`config.mk`:
```
export PLATFORM = sky130hd
export DESIGN_NAME = tga_image_stream_decoder
export DESIGN_NICKNAME = d
export VERILOG_FILES = /design/src/design/tga_pkg.sv /design/src/design/tga_front.sv /design/src/design/tga_queue.sv /design/src/design/tga_image_stream_decoder.sv
export VERILOG_INCLUDE_DIRS = /design/src /design/src/design
export SDC_FILE = /design/constraint.sdc
export NUM_CORES = 2
export LEC_CHECK = 0
export BUFFER_PORTS_ARGS = -buffer_cell sky130_fd_sc_hd__buf_2
export CAP_MARGIN = 40
export CELL_PAD_IN_SITES_DETAIL_PLACEMENT = 2
export CELL_PAD_IN_SITES_GLOBAL_PLACEMENT = 2
export CORE_MARGIN = 2
export CORE_UTILIZATION = 31
export DETAILED_ROUTE_END_ITERATION = 12
export HOLD_SLACK_MARGIN = 0.06
export PLACE_DENSITY_LB_ADDON = 0.1
export SYNTH_ARGS = -nofsm -noshare
export SYNTH_HDL_FRONTEND = slang
export SYNTH_SLANG_ARGS = --single-unit
```
`constraint.sdc`:
```
create_clock -name i_clk -period 10.63 [get_ports i_clk]
set_clock_uncertainty 0.05 [all_clocks]
set_input_delay 0 -clock i_clk [delete_from_list [all_inputs] [get_ports i_clk]]
set_output_delay 0 -clock i_clk [all_outputs]
set_load 0.03 [all_outputs]
```
`src/design/tga_image_stream_decoder_macros.svh`:
```
// Assertion macros for the TGA stream decoder.
// No dependencies.
`ifndef TGA_IMAGE_STREAM_DECODER_MACROS_SVH
`define TGA_IMAGE_STREAM_DECODER_MACROS_SVH
`ifndef SYNTHESIS
`define TGA_ASSERT_IMP(lbl, clk, rst_n, a, c) \
    lbl: assert property (@(posedge clk) disable iff (!rst_n) (a) |-> (c)) \
        else $error("tga assertion failed");
`define TGA_ASSERT_NXT(lbl, clk, rst_n, a, c) \
    lbl: assert property (@(posedge clk) disable iff (!rst_n) (a) |=> (c)) \
        else $error("tga assertion failed");
`else
`define TGA_ASSERT_IMP(lbl, clk, rst_n, a, c)
`define TGA_ASSERT_NXT(lbl, clk, rst_n, a, c)
`endif
`endif

```
`src/design/tga_pkg.sv`:
```
// Shared types and constants for the TGA stream decoder.
// No dependencies.
`timescale 1ns / 1ps
package tga_pkg;
    localparam int QueueDepth = 4;

    localparam logic [1:0] KIND_HEADER = 2'd0;
    localparam logic [1:0] KIND_PIXEL  = 2'd1;
    localparam logic [1:0] KIND_BADTYP = 2'd2;
    localparam logic [1:0] KIND_BADBPP = 2'd3;

    typedef struct packed {
        logic [1:0]  kind;
        logic [7:0]  red;
        logic [7:0]  green;
        logic [7:0]  blue;
        logic [7:0]  alpha;
        logic [7:0]  repeat_count;
        logic [31:0] pixel_index;
        logic        image_last;
        logic [15:0] image_width;
        logic [15:0] image_height;
    } t_result;
endpackage

```
`src/design/tga_front.sv`:
```
// Front end: header parse, skip, packet and pixel decode; one byte per cycle while i_valid is high.
// Depends on tga_pkg.
`timescale 1ns / 1ps
`include "tga_image_stream_decoder_macros.svh"
module tga_front (
    input  logic              i_clk,
    input  logic              i_rst_n,
    input  logic              i_valid,
    input  logic [7:0]        i_data_byte,
    input  logic              i_file_start,
    output logic              o_valid,
    output tga_pkg::t_result  o_result
);
    localparam logic [2:0] PH_HEADER = 3'd0;
    localparam logic [2:0] PH_SKIP   = 3'd1;
    localparam logic [2:0] PH_PACKET = 3'd2;
    localparam logic [2:0] PH_PIXEL  = 3'd3;
    localparam logic [2:0] PH_IDLE   = 3'd4;

    logic [2:0]  r_phase, n_phase;
    logic [4:0]  r_hcnt, n_hcnt;
    logic [7:0]  r_idlen, n_idlen, r_mapp, n_mapp, r_type, n_type;
    logic [15:0] r_mcnt, n_mcnt;
    logic [7:0]  r_mbits, n_mbits;
    logic [15:0] r_w, n_w, r_h, n_h;
    logic [7:0]  r_bpp, n_bpp;
    logic [21:0] r_skip, n_skip;
    logic [23:0] r_pix, n_pix;
    logic [1:0]  r_bpos, n_bpos;
    logic [6:0]  r_prem, n_prem;
    logic        r_isrun, n_isrun;
    logic [31:0] r_done, n_done;
    logic [31:0] r_total, n_total;
    logic [21:0] r_mapsz, n_mapsz;
    logic        r_valid, n_valid;
    tga_pkg::t_result r_res, n_res;

    logic [2:0]  ph;
    logic [4:0]  hc;
    logic [7:0]  idl, mpp, typ, mbt, bpp;
    logic [15:0] mc, w, h;
    logic [2:0]  nbytes;
    logic [31:0] left, sumdone;
    logic [7:0]  rr, gg, bb, aa, rep;
    logic [8:0]  rep9;

    always_comb begin
        ph  = i_file_start ? PH_HEADER : r_phase;
        hc  = i_file_start ? 5'd0 : r_hcnt;
        idl = i_file_start ? 8'd0 : r_idlen;
        mpp = i_file_start ? 8'd0 : r_mapp;
        typ = i_file_start ? 8'd0 : r_type;
        mc  = i_file_start ? 16'd0 : r_mcnt;
        mbt = i_file_start ? 8'd0 : r_mbits;
        w   = i_file_start ? 16'd0 : r_w;
        h   = i_file_start ? 16'd0 : r_h;
        bpp = i_file_start ? 8'd0 : r_bpp;
        n_phase = ph; n_hcnt = hc; n_idlen = idl; n_mapp = mpp; n_type = typ;
        n_mcnt = mc; n_mbits = mbt; n_w = w; n_h = h; n_bpp = bpp;
        n_skip = r_skip; n_pix = r_pix; n_bpos = r_bpos; n_prem = r_prem;
        n_isrun = r_isrun; n_done = r_done;
        n_total = r_total; n_mapsz = r_mapsz;
        n_valid = 1'b0;
        n_res = '0;
        nbytes = bpp[5:3];
        left = r_total - r_done;
        rr = '0; gg = '0; bb = '0; aa = '0; rep = 8'd1; rep9 = '0;
        sumdone = '0;
        if (i_valid) begin
            n_res.image_width = w;
            n_res.image_height = h;
            unique case (ph)
                PH_HEADER: begin
                    unique case (hc)
                        5'd0:  n_idlen = i_data_byte;
                        5'd1:  n_mapp = i_data_byte;
                        5'd2:  n_type = i_data_byte;
                        5'd5:  n_mcnt = {mc[15:8], i_data_byte};
                        5'd6:  n_mcnt = {i_data_byte, mc[7:0]};
                        5'd7:  n_mbits = i_data_byte;
                        5'd12: n_w = {w[15:8], i_data_byte};
                        5'd13: n_w = {i_data_byte, w[7:0]};
                        5'd14: n_h = {h[15:8], i_data_byte};
                        5'd15: n_h = {i_data_byte, h[7:0]};
                        5'd16: n_bpp = i_data_byte;
                        default: ;
                    endcase
                    n_hcnt = hc + 5'd1;
                    // products registered on header byte 17, ready before byte 18 is taken
                    if (hc == 5'd16) begin
                        n_total = w * h;
                        n_mapsz = 22'(mc * 22'(({1'b0, mbt} + 9'd7) >> 3));
                    end
                    if (hc == 5'd17) begin
                        n_valid = 1'b1;
                        n_res.image_width = w;
                        n_res.image_height = h;
                        n_done = '0;
                        n_skip = 22'(idl) + ((mpp != 8'd0) ? r_mapsz : 22'd0);
                        n_bpos = '0; n_pix = '0; n_prem = '0; n_isrun = 1'b0;
                        if (typ != 8'd2 && typ != 8'd10) begin
                            n_phase = PH_IDLE;
                            n_res.kind = tga_pkg::KIND_BADTYP;
                            n_res.image_last = 1'b1;
                        end else if (bpp != 8'd16 && bpp != 8'd24 && bpp != 8'd32) begin
                            n_phase = PH_IDLE;
                            n_res.kind = tga_pkg::KIND_BADBPP;
                            n_res.image_last = 1'b1;
                        end else if (r_total == 32'd0) begin
                            n_phase = PH_IDLE;
                            n_res.kind = tga_pkg::KIND_HEADER;
                            n_res.image_last = 1'b1;
                        end else begin
                            n_res.kind = tga_pkg::KIND_HEADER;
                            if (n_skip != 22'd0) n_phase = PH_SKIP;
                            else n_phase = (typ == 8'd10) ? PH_PACKET : PH_PIXEL;
                        end
                    end
                end
                PH_SKIP: begin
                    if (r_skip <= 22'd1) begin
                        n_skip = '0;
                        n_bpos = '0; n_pix = '0; n_prem = '0; n_isrun = 1'b0;
                        n_phase = (typ == 8'd10) ? PH_PACKET : PH_PIXEL;
                    end else begin
                        n_skip = r_skip - 22'd1;
                    end
                end
                PH_PACKET: begin
                    n_isrun = i_data_byte[7];
                    n_prem = i_data_byte[6:0];
                    n_bpos = '0; n_pix = '0;
                    n_phase = PH_PIXEL;
                end
                PH_PIXEL: begin
                    if ({1'b0, r_bpos} + 3'd1 < nbytes) begin
                        unique case (r_bpos)
                            2'd0: n_pix[7:0] = i_data_byte;
                            2'd1: n_pix[15:8] = i_data_byte;
                            2'd2: n_pix[23:16] = i_data_byte;
                            default: ;
                        endcase
                        n_bpos = r_bpos + 2'd1;
                    end else begin
                        if (nbytes == 3'd4) begin
                            rr = r_pix[23:16]; gg = r_pix[15:8]; bb = r_pix[7:0];
                            aa = i_data_byte;
                        end else if (nbytes == 3'd3) begin
                            rr = i_data_byte; gg = r_pix[15:8]; bb = r_pix[7:0];
                        end else begin
                            rr = {i_data_byte[6:2], 3'b0};
                            gg = {i_data_byte[1:0], r_pix[7:5], 3'b0};
                            bb = {r_pix[4:0], 3'b0};
                            aa = {i_data_byte[7], 7'b0};
                        end
                        n_bpos = '0; n_pix = '0;
                        rep9 = 9'd1;
                        if (typ == 8'd10) begin
                            if (r_isrun) begin
                                rep9 = {2'b0, r_prem} + 9'd1;
                                n_phase = PH_PACKET;
                            end else if (r_prem == 7'd0) begin
                                n_phase = PH_PACKET;
                            end else begin
                                n_prem = r_prem - 7'd1;
                            end
                        end
                        if (32'(rep9) > left) rep = left[7:0];
                        else rep = rep9[7:0];
                        sumdone = r_done + 32'(rep);
                        n_done = sumdone;
                        n_valid = 1'b1;
                        n_res.kind = tga_pkg::KIND_PIXEL;
                        n_res.red = rr; n_res.green = gg; n_res.blue = bb;
                        n_res.alpha = aa;
                        n_res.repeat_count = rep;
                        n_res.pixel_index = r_done;
                        n_res.image_last = (sumdone >= r_total);
                        if (sumdone >= r_total) n_phase = PH_IDLE;
                    end
                end
                default: ;
            endcase
        end else begin
            n_phase = r_phase; n_hcnt = r_hcnt; n_idlen = r_idlen; n_mapp = r_mapp;
            n_type = r_type; n_mcnt = r_mcnt; n_mbits = r_mbits; n_w = r_w;
            n_h = r_h; n_bpp = r_bpp;
        end
    end

    always_ff @(posedge i_clk) begin
        if (!i_rst_n) begin
            r_phase <= PH_HEADER; r_hcnt <= '0; r_idlen <= '0; r_mapp <= '0;
            r_type <= '0; r_mcnt <= '0; r_mbits <= '0; r_w <= '0; r_h <= '0;
            r_bpp <= '0; r_skip <= '0; r_pix <= '0; r_bpos <= '0; r_prem <= '0;
            r_isrun <= 1'b0; r_done <= '0; r_total <= '0; r_mapsz <= '0;
            r_valid <= 1'b0;
        end else begin
            r_phase <= n_phase; r_hcnt <= n_hcnt; r_idlen <= n_idlen;
            r_mapp <= n_mapp; r_type <= n_type; r_mcnt <= n_mcnt;
            r_mbits <= n_mbits; r_w <= n_w; r_h <= n_h; r_bpp <= n_bpp;
            r_skip <= n_skip; r_pix <= n_pix; r_bpos <= n_bpos; r_prem <= n_prem;
            r_isrun <= n_isrun; r_done <= n_done; r_total <= n_total;
            r_mapsz <= n_mapsz; r_valid <= n_valid;
        end
    end

    always_ff @(posedge i_clk) begin
        r_res <= n_res;
    end

    assign o_valid  = r_valid;
    assign o_result = r_res;

    `TGA_ASSERT_IMP(a_phase_legal, i_clk, i_rst_n, 1'b1, r_phase <= PH_IDLE)
    `TGA_ASSERT_IMP(a_hcnt_range, i_clk, i_rst_n, r_phase == PH_HEADER, r_hcnt <= 5'd17)
    `TGA_ASSERT_NXT(a_idle_quiet, i_clk, i_rst_n,
        r_phase == PH_IDLE && !(i_valid && i_file_start), !r_valid)
endmodule

```
`src/design/tga_queue.sv`:
```
// Result queue between decoder front end and the output side.
// Depends on tga_pkg.
`timescale 1ns / 1ps
`include "tga_image_stream_decoder_macros.svh"
module tga_queue #(
    parameter int DEPTH = tga_pkg::QueueDepth
) (
    input  logic              i_clk,
    input  logic              i_rst_n,
    input  logic              i_push,
    input  tga_pkg::t_result  i_word,
    input  logic              i_pop,
    output logic              o_empty,
    output logic              o_room,
    output tga_pkg::t_result  o_word
);
    localparam int AW = (DEPTH > 1) ? $clog2(DEPTH) : 1;
    tga_pkg::t_result r_mem [DEPTH];
    logic [AW-1:0] r_wp, r_rp;
    logic [AW:0]   r_cnt;
    logic do_push, do_pop;

    // room keeps two slots free for words already in the front pipeline
    assign o_room  = r_cnt + (AW+1)'(2) < (AW+1)'(DEPTH);
    assign o_empty = (r_cnt == '0);
    assign o_word  = r_mem[r_rp];
    assign do_push = i_push;
    assign do_pop  = i_pop && !o_empty;

    always_ff @(posedge i_clk) begin
        if (do_push) r_mem[r_wp] <= i_word;
    end

    always_ff @(posedge i_clk) begin
        if (!i_rst_n) begin
            r_wp <= '0; r_rp <= '0; r_cnt <= '0;
        end else begin
            if (do_push) r_wp <= (r_wp == AW'(DEPTH-1)) ? '0 : r_wp + AW'(1);
            if (do_pop)  r_rp <= (r_rp == AW'(DEPTH-1)) ? '0 : r_rp + AW'(1);
            r_cnt <= r_cnt + (AW+1)'(do_push) - (AW+1)'(do_pop);
        end
    end

    `TGA_ASSERT_IMP(a_no_overflow, i_clk, i_rst_n, do_push && !do_pop,
        r_cnt < (AW+1)'(DEPTH))
    `TGA_ASSERT_NXT(a_pop_moves, i_clk, i_rst_n, do_pop && !do_push,
        r_cnt == $past(r_cnt) - (AW+1)'(1))
    `TGA_ASSERT_IMP(a_cnt_bound, i_clk, i_rst_n, 1'b1, r_cnt <= (AW+1)'(DEPTH))
endmodule

```
`src/design/tga_image_stream_decoder.sv`:
```
// Top level of the TGA stream decoder: front end plus result queue.
// Depends on tga_pkg, tga_front, tga_queue.
`timescale 1ns / 1ps
// Usage:
//   Input channel: one file byte per word; drive push with full low.
//   i_file_start marks the first byte of a file and restarts the parser.
//   Result channel: a word waits while empty is low; assert pop to take it.
//   One byte is taken per word, so a word per cycle is sustained while
//   full is low; the front end parses each byte as it is taken.
//   A result is registered in the front end, then written into the queue.
//   Header byte 18 gives a header word; every final pixel byte gives a pixel
//   word, or a run word with its repeat count clamped to the image.
//   Bad type or depth gives one flag word and later bytes are ignored.
//   When the receiver stalls, results collect in a small queue and full
//   rises while two slots are left, covering words still in flight.
//   Reset empties the queue and returns the parser to the header.
module tga_image_stream_decoder #(
    parameter int QUEUE_DEPTH = tga_pkg::QueueDepth
) (
    input  logic        i_clk,
    input  logic        i_rst_n,
    input  logic        push,
    output logic        full,
    input  logic [7:0]  i_data_byte,
    input  logic        i_file_start,
    output logic        empty,
    input  logic        pop,
    output logic [1:0]  o_kind,
    output logic [7:0]  o_red,
    output logic [7:0]  o_green,
    output logic [7:0]  o_blue,
    output logic [7:0]  o_alpha,
    output logic [7:0]  o_repeat_count,
    output logic [31:0] o_pixel_index,
    output logic        o_image_last,
    output logic [15:0] o_image_width,
    output logic [15:0] o_image_height
);
    logic fr_valid, q_room, accept;
    tga_pkg::t_result fr_word, q_word;

    assign full   = !q_room;
    assign accept = push && q_room;

    tga_front u_front (
        .i_clk(i_clk), .i_rst_n(i_rst_n), .i_valid(accept),
        .i_data_byte(i_data_byte), .i_file_start(i_file_start),
        .o_valid(fr_valid), .o_result(fr_word)
    );

    tga_queue #(.DEPTH(QUEUE_DEPTH)) u_queue (
        .i_clk(i_clk), .i_rst_n(i_rst_n), .i_push(fr_valid), .i_word(fr_word),
        .i_pop(pop), .o_empty(empty), .o_room(q_room), .o_word(q_word)
    );

    assign o_kind = q_word.kind;
    assign o_red = q_word.red;
    assign o_green = q_word.green;
    assign o_blue = q_word.blue;
    assign o_alpha = q_word.alpha;
    assign o_repeat_count = q_word.repeat_count;
    assign o_pixel_index = q_word.pixel_index;
    assign o_image_last = q_word.image_last;
    assign o_image_width = q_word.image_width;
    assign o_image_height = q_word.image_height;
endmodule
```
## Word level (Yosys, flattened, before mapping)

Memory sizes are Yosys's and may differ from the RTL's. A register that Yosys moved wholly into a read port is not among the register bits.
Cells that the tools add are included.

| operators by class | value |
|---|---|
| multiplexer cells | 105 |
| multiply operators | 2 |
| equal/unequal tests | 35 |
| bitwise gates (word level) | 2 |
| $lt $le $gt $ge | 5 |
| $add $sub $neg | 15 |
| reduce and logical (&&, ||, !) cells | 30 |

Operators by type and width:

| kind | number |
|---|---|
| $mux W8 | 30 |
| $mux W16 | 6 |
| $mux W32 | 3 |
| $pmux W16 S2 | 3 |
| $pmux W24 S4 | 1 |
| $mux W74 | 1 |
| $mux W24 | 3 |
| $mux W22 | 3 |
| $pmux W32 S2 | 1 |
| $mux W9 | 5 |
| $pmux W22 S2 | 1 |
| $mux W7 | 6 |
| $mux W3 | 12 |
| $mux W33 | 1 |
| $add A32 B8 Y32 | 1 |
| $ge A32 B32 Y1 | 1 |
| $gt A9 B32 Y1 | 1 |
| $logic_not A32 Y1 | 1 |
| $mul A16 B16 Y32 | 1 |
| $sub A32 B32 Y32 | 1 |
| $pmux W7 S4 | 1 |
| $add A8 B22 Y22 | 1 |
| $le A22 B1 Y1 const B | 1 |
| $mul A16 B19 Y22 | 1 |
| other kinds (56) | 108 |

| word-level totals | value |
|---|---|
| bits in writable memories | 428 |
| memories kept | 1 |
| flip-flop bits (word level) | 353 |
| output and inout port bits | 109 |
| logic and storage cells | 229 |

Memory list:

| memory | depth | bits a word | rd ports | clocked after Yosys merged registers in | write ports | line | text |
|---|---|---|---|---|---|---|---|
| u_queue.r_mem | 4 | 107 | 1 | 1 | 1 | tga_queue.sv:18 | `tga_pkg::t_result r_mem [DEPTH];` |

## Longest topological paths before layout

| logic depth | value |
|---|---|
| depth after elaboration | 16 |
| mapped depth | 46 |
| depth with buffers taken out | 44 |

## By module

A second synthesis with hierarchy kept.

| second synthesis, totals | value |
|---|---|
| cells, all modules | 4164 |
| area total of the unflattened synthesis | 45006.9 µm² |

By module, submodules not included:

| module | area an instance (µm²) | instances | cells an instance | seq. area each (µm²) |
|---|---|---|---|---|
| tga_front | 29109.2 | 1 | 3558 | 6926.6 |
| tga_queue | 15887.7 | 1 | 604 | 13032.5 |
| tga_image_stream_decoder | 10.0 | 1 | 2 | 0.0 |

## Least setup slack after synthesis

OpenSTA, ideal clock, no wires.

| timing | value |
|---|---|
| kind | reg-to-reg |
| start point | register u_front.r_total[0] |
| end point | register u_front.r_phase[0] |
| path buffers | 2 |
| data arrival time | 8.412 ns |
| cell stages (with the launch flop) | 47 |
| setup slack | 2.108 ns |
| clock period less this slack | 8.522 ns |
| data required time | 10.521 ns |
| setup time | 0.059 ns |
| cell sequence | dfxtp_1 inv_1 ha_1 inv_1 fa_1 a21o_1 a21oi_1 o21ai_0 xor2_1 inv_1 ha_1 nand3_1 nor3_1 a2111oi_0 nand4_1 nor4_1 o2111a_1 nand4_1 [... 11 more ...] o21a_1 o21a_1 o21ai_0 a211oi_1 and2_0 clkbuf_1 nand3_1 xnor2_1 ha_1 a21o_1 a21oi_1 nand2_1 a2111oi_0 o31ai_1 a31oi_1 o311ai_0 a21oi_1 and3_1 |

| on the way | value |
|---|---|
| word-level cells in the longest chain between the ends | 11 |
| elaborated cells on any way between the ends | 16 |

RTL lines:

| item | line | text |
|---|---|---|
| from (decl) | tga_front.sv:33 | `logic [31:0] r_total, n_total;` |
| from (signal assigned) | tga_front.sv:203 | `r_isrun <= n_isrun; r_done <= n_done; r_total <= n_total;` |
| $sub A32 B32 Y32 | tga_front.sv:66 | `left = r_total - r_done;` |
| $gt A9 B32 Y1 | tga_front.sv:168 | `if (32'(rep9) > left) rep = left[7:0];` |
| $mux W8 | tga_front.sv:168 |  |
| $mux W8 | tga_front.sv:136 | `if ({1'b0, r_bpos} + 3'd1 < nbytes) begin` |
| $mux W8 | tga_front.sv:72 | `unique case (ph)` |
| $mux W8 | tga_front.sv:69 | `if (i_valid) begin` |
| $add A32 B8 Y32 | tga_front.sv:170 | `sumdone = r_done + 32'(rep);` |
| $ge A32 B32 Y1 | tga_front.sv:179 | `if (sumdone >= r_total) n_phase = PH_IDLE;` |
| $mux W3 | tga_front.sv:179 |  |
| $mux W3 | tga_front.sv:136 |  |
| $pmux W3 S4 * | tga_front.sv:72 |  |
| to (signal assigned) | tga_front.sv:199 | `r_phase <= n_phase; r_hcnt <= n_hcnt; r_idlen <= n_idlen;` |
| to (decl) | tga_front.sv:20 | `logic [2:0] r_phase, n_phase;` |

Mark *: on every way between the ends. The rest lies on a longest branch, timed or not. The select of a mux whose other input is x is not followed.
A chain may end at the register's enable or synchronous reset.

## Worst setup path after layout

| timing | value |
|---|---|
| start point | register u_front.r_done[0] |
| end point | register u_front.r_phase[0] |

| on the way | value |
|---|---|
| word-level cells in the longest chain between the ends | 11 |

RTL lines:

| item | line | text |
|---|---|---|
| from (decl) | tga_front.sv:32 | `logic [31:0] r_done, n_done;` |
| from (signal assigned) | tga_front.sv:203 |  |
| $sub A32 B32 Y32 | tga_front.sv:66 |  |
| $gt A9 B32 Y1 | tga_front.sv:168 |  |
| $mux W8 | tga_front.sv:168 |  |
| $mux W8 | tga_front.sv:136 |  |
| $mux W8 | tga_front.sv:72 |  |
| $mux W8 | tga_front.sv:69 |  |
| $add A32 B8 Y32 * | tga_front.sv:170 |  |
| $ge A32 B32 Y1 * | tga_front.sv:179 |  |
| $mux W3 * | tga_front.sv:179 |  |
| $mux W3 * | tga_front.sv:136 |  |
| $pmux W3 S4 * | tga_front.sv:72 |  |

Marks and branches as above.

==> results by group <==
Pwr
  – Pwr dens: 151 nW/um2
  – Leakage: 20.5 nW
  – Peak supply drop: 0.000134 V

Critical path
  – Crit-path slowest cell: fa_1
  – Crit path required time: 11210 ps
  – Endpoint class of the critical path: flip-flop
  – Reg-to-reg slack, setup: 1010 ps
  – Critical Path End: u_front.r_phase[0]
  – R2R Path Start: u_front.r_done[0]
  – Reg2Reg Depth: 46
  – Slowest stage delay, CP: 450 ps
  – Startpoint types: flip-flop
  – Worst R2R End: u_front.r_phase[0]
  – Critical Path Start: u_front.r_done[0]
  – CP dominant cell by count: ha_1
  – Crit path DAT: 10200 ps
  – CP Class: flip-flop to flip-flop
  – Crit-path max FO: 11

Yosys
  – Most frequent cells after synthesis: 437 x nand2_1, 428 x edfxtp_1, 400 x inv_1
  – Synthesized area: 44800 um2
  – Cells after Synth: 4089
  – Yosys reg bits: 783
  – Largest cells by area after synthesis: edfxtp_1 29%, dfxtp_1 16%, fa_1 11%
  – EDFF count, synth: 428
  – Yosys top cell area share: 0.287
  – Library cells used by synthesis: 85
  – Async S/R FF share, synth: 0
  – Synth Net Count: 4603
  – Dominant synthesized flop cell: edfxtp_1
  – Sequential-to-total area share from yosys stat: 0.445
  – Top-count cell post-synth: nand2_1
  – Synth area leader: edfxtp_1
  – Syn. warnings: 0
  – Syn_area_per_cell: 11.0 um2

Route
  – Via count: 31200
  – First-pass iteration count of the detailed router: 5
  – Post-route ant nets: 0
  – DRC violations left: 0
  – Routed vias/inst: 5.04
  – 1st-iter DRT viols: 1483
  – Routed len/inst: 23.3 um
  – Total Routed Length: 144000 um

Floorplan
  – Initial Util: 0.312
  – Die Footprint: 148000 um2
  – Rows: 139
  – Die Span Y: 384 um
  – Io pins: 122
  – Die W: 384 um
  – Core ar.: 143000 um2

Clocking
  – Inserted Clock Buffers: 89
  – Max clock buf depth: 3
  – Worst-Skew Late Latency: 700 ps
  – Reg clk slew, reported paths: 70 ps
  – Root Driver: clkbuf_16
  – CTS Sinks: 783
  – H-tree levels: 3
  – CTS tree: built

Global route
  – Pin count of the biggest net entering global routing: 62
  – First-pass GRT wire length: 220000 um
  – Initial antenna violation count: 10
  – Number of global-route vias before repair: 34200
  – Total grt overflow: 0
  – GRT Util Overall: 0.197

Timing
  – Fin crit period: 9620 ps
  – RSZ-0062 raised after global routing: no
  – Actual slew at the worst max-slew pin: 901 ps
  – Final worst-path cycle share: 0.905
  – Finish-stage setup viols: 0
  – Final Hold Fails: 0
  – Fmax: 104 MHz
  – Pins Over Slew Limit: 0
  – Max-slew headroom: 0.398
  – TNS Setup: 0 ps

Place
  – IO buf count: 121
  – Placed Cells: 6014
  – Post-DP HPWL: 106000 um
  – Placed Instance Area: 48200 um2
  – GPL Wtd Cong: 0.813

Final layout
  – Share of layout cells above drive strength 1: 0.119
  – Seq. cell area: 20000 um2
  – Fin util: 0.358
  – Area growth, synth to finish: 14.7%
  – NumNets Final: 4729
  – Fillers: 15200
  – Area occupied by multi-input gates: 22700 um2
  – Fin area: 51400 um2
  – Layout Cells excl Fill: 6196

Status
  – Status: finished clean

Hold path
  – Worst hold path class: input port to flip-flop

Job
  – MaxCap Viol Count: 0
==> final cells by class <==
| type | count | area share |
|---|---|---|
| Clock inverter | 50 | 0.0122 |
| Multi-Input combinational cell | 2711 | 0.442 |
| Timing Repair Buffer | 229 | 0.0338 |
| Sequential cell | 783 | 0.388 |
| Inverter | 401 | 0.0293 |
| Clock buffer | 117 | 0.0483 |
| Antenna cell | 2 | 0.0000973 |
| Tap cell | 1903 | 0.0463 |
==> kinds of logic (layout without fill, tap and decap cells) <==
group                    Yosys count  in the layout  share of synthesized area
XOR/XNOR                         126            126                     0.0246
other                              0              2                          0
buffers and inverters            595            797                     0.0500
multiplexers                     123            123                     0.0574
AND/OR/NAND/NOR                 1284           1284                      0.140
flip-flops                       783            783                      0.445
AO/OA/AOI/OAI                    677            677                      0.100
adder cells (fa/ha/maj)          501            501                      0.183
==> where the power goes <==
group          internal [W]  total, W  switching [W]  leakage [nW]
logic              0.000452   0.00128       0.000827          11.9
registers           0.00320   0.00326      0.0000617          7.20
clock network       0.00189   0.00323        0.00134          1.49
total               0.00553   0.00776        0.00223          20.5
==> cells in the final DEF, fill, tap and decap left out, drive strengths merged, types with 123 or more instances in the layout <==
cell type | Yosys | layout
nand2 | 437 | 437
and2 | 178 | 178
edfxtp | 428 | 428
ha | 246 | 246
o21ai | 163 | 163
nor2b | 123 | 123
a22oi | 130 | 130
nor2 | 230 | 230
inv | 400 | 401
fa | 255 | 255
buf | 40 | 217
dfxtp | 355 | 355
a21oi | 131 | 131
==> metrics by stage <==
| step | total power, W | setup WS [ps] | hold slack (ps) |
|---|---|---|---|
| 6_report | 0.00776 | 1010 | 260 |
| 4_1_cts | 0.00790 | 674 | 200 |
| 3_5_place_dp | 0.00462 | 763 | 344 |
| 5_1_grt | 0.00810 | 31.9 | 249 |
| 3_3_place_gp | 0.00459 | 957 | 349 |
| 2_1_floorplan | 0.00416 | 2110 | 95.9 |
==> worst min-delay path by stage <==
stage,slack (ps),start,to,cells after the start
2_1_floorplan,100,push,u_front.o_result[29],1
3_3_place_gp,350,i_rst_n,u_front.r_done[8],2
3_5_place_dp,340,i_rst_n,u_front.r_done[8],2
4_1_cts,200,i_rst_n,u_front.r_done[8],3
5_1_grt,250,i_rst_n,u_front.r_done[8],3
6_report,260,i_rst_n,u_front.r_done[8],3
==> sequential cells by signal, indices dropped and copies added, names as in the netlist, named ones only <==
name / flops
u_queue.r_rp: 2
u_queue.r_cnt: 3
u_queue.r_mem: 428
u_front.o_valid: 1
u_front.r_hcnt: 5
u_front.r_done: 32
u_front.r_bpp: 8
u_front.r_mapp: 8
u_front.r_phase: 3
u_front.r_h: 16
u_front.r_idlen: 8
u_front.r_isrun: 1
u_queue.r_wp: 2
u_front.r_mbits: 8
u_front.r_bpos: 2
u_front.r_skip: 22
u_front.r_mcnt: 16
u_front.r_prem: 7
u_front.r_pix: 24
u_front.o_result: 107
u_front.r_mapsz: 22
u_front.r_w: 16
u_front.r_type: 8
u_front.r_total: 32
==> worst max-delay path: cells and delay by family, from the launching register on <==
| kind | cells | cell delay (ps) |
|---|---|---|
| AOI/OAI and AO/OA | 22 | 4480 |
| adders and majority gates | 6 | 1860 |
| and+or+nand+nor | 10 | 1580 |
| buffers and inverters | 6 | 810 |
| DFF | 1 | 420 |
| xor gates and xnor gates | 2 | 350 |
==> layer usage <==
metal  GRT usage  part of all wire  up-vias
met5           0                 0        -
met4      0.0427             0.016        0
met3      0.0206             0.029      125
met2       0.319              0.46      416
met1       0.283              0.49    16200
li1            -                 -    14500
==> repair_timing <==
| action | CTS | global route |
|---|---|---|
| buffers inserted | 0 | 0 |
| resized for setup | 0 | 3 |
| endpoints found under the setup margin | 0 | 4 |
| hold buffers | 12 | 0 |
| endpoints found under the hold margin | 222 | 0 |
Power figures use the tool's default switching activity.
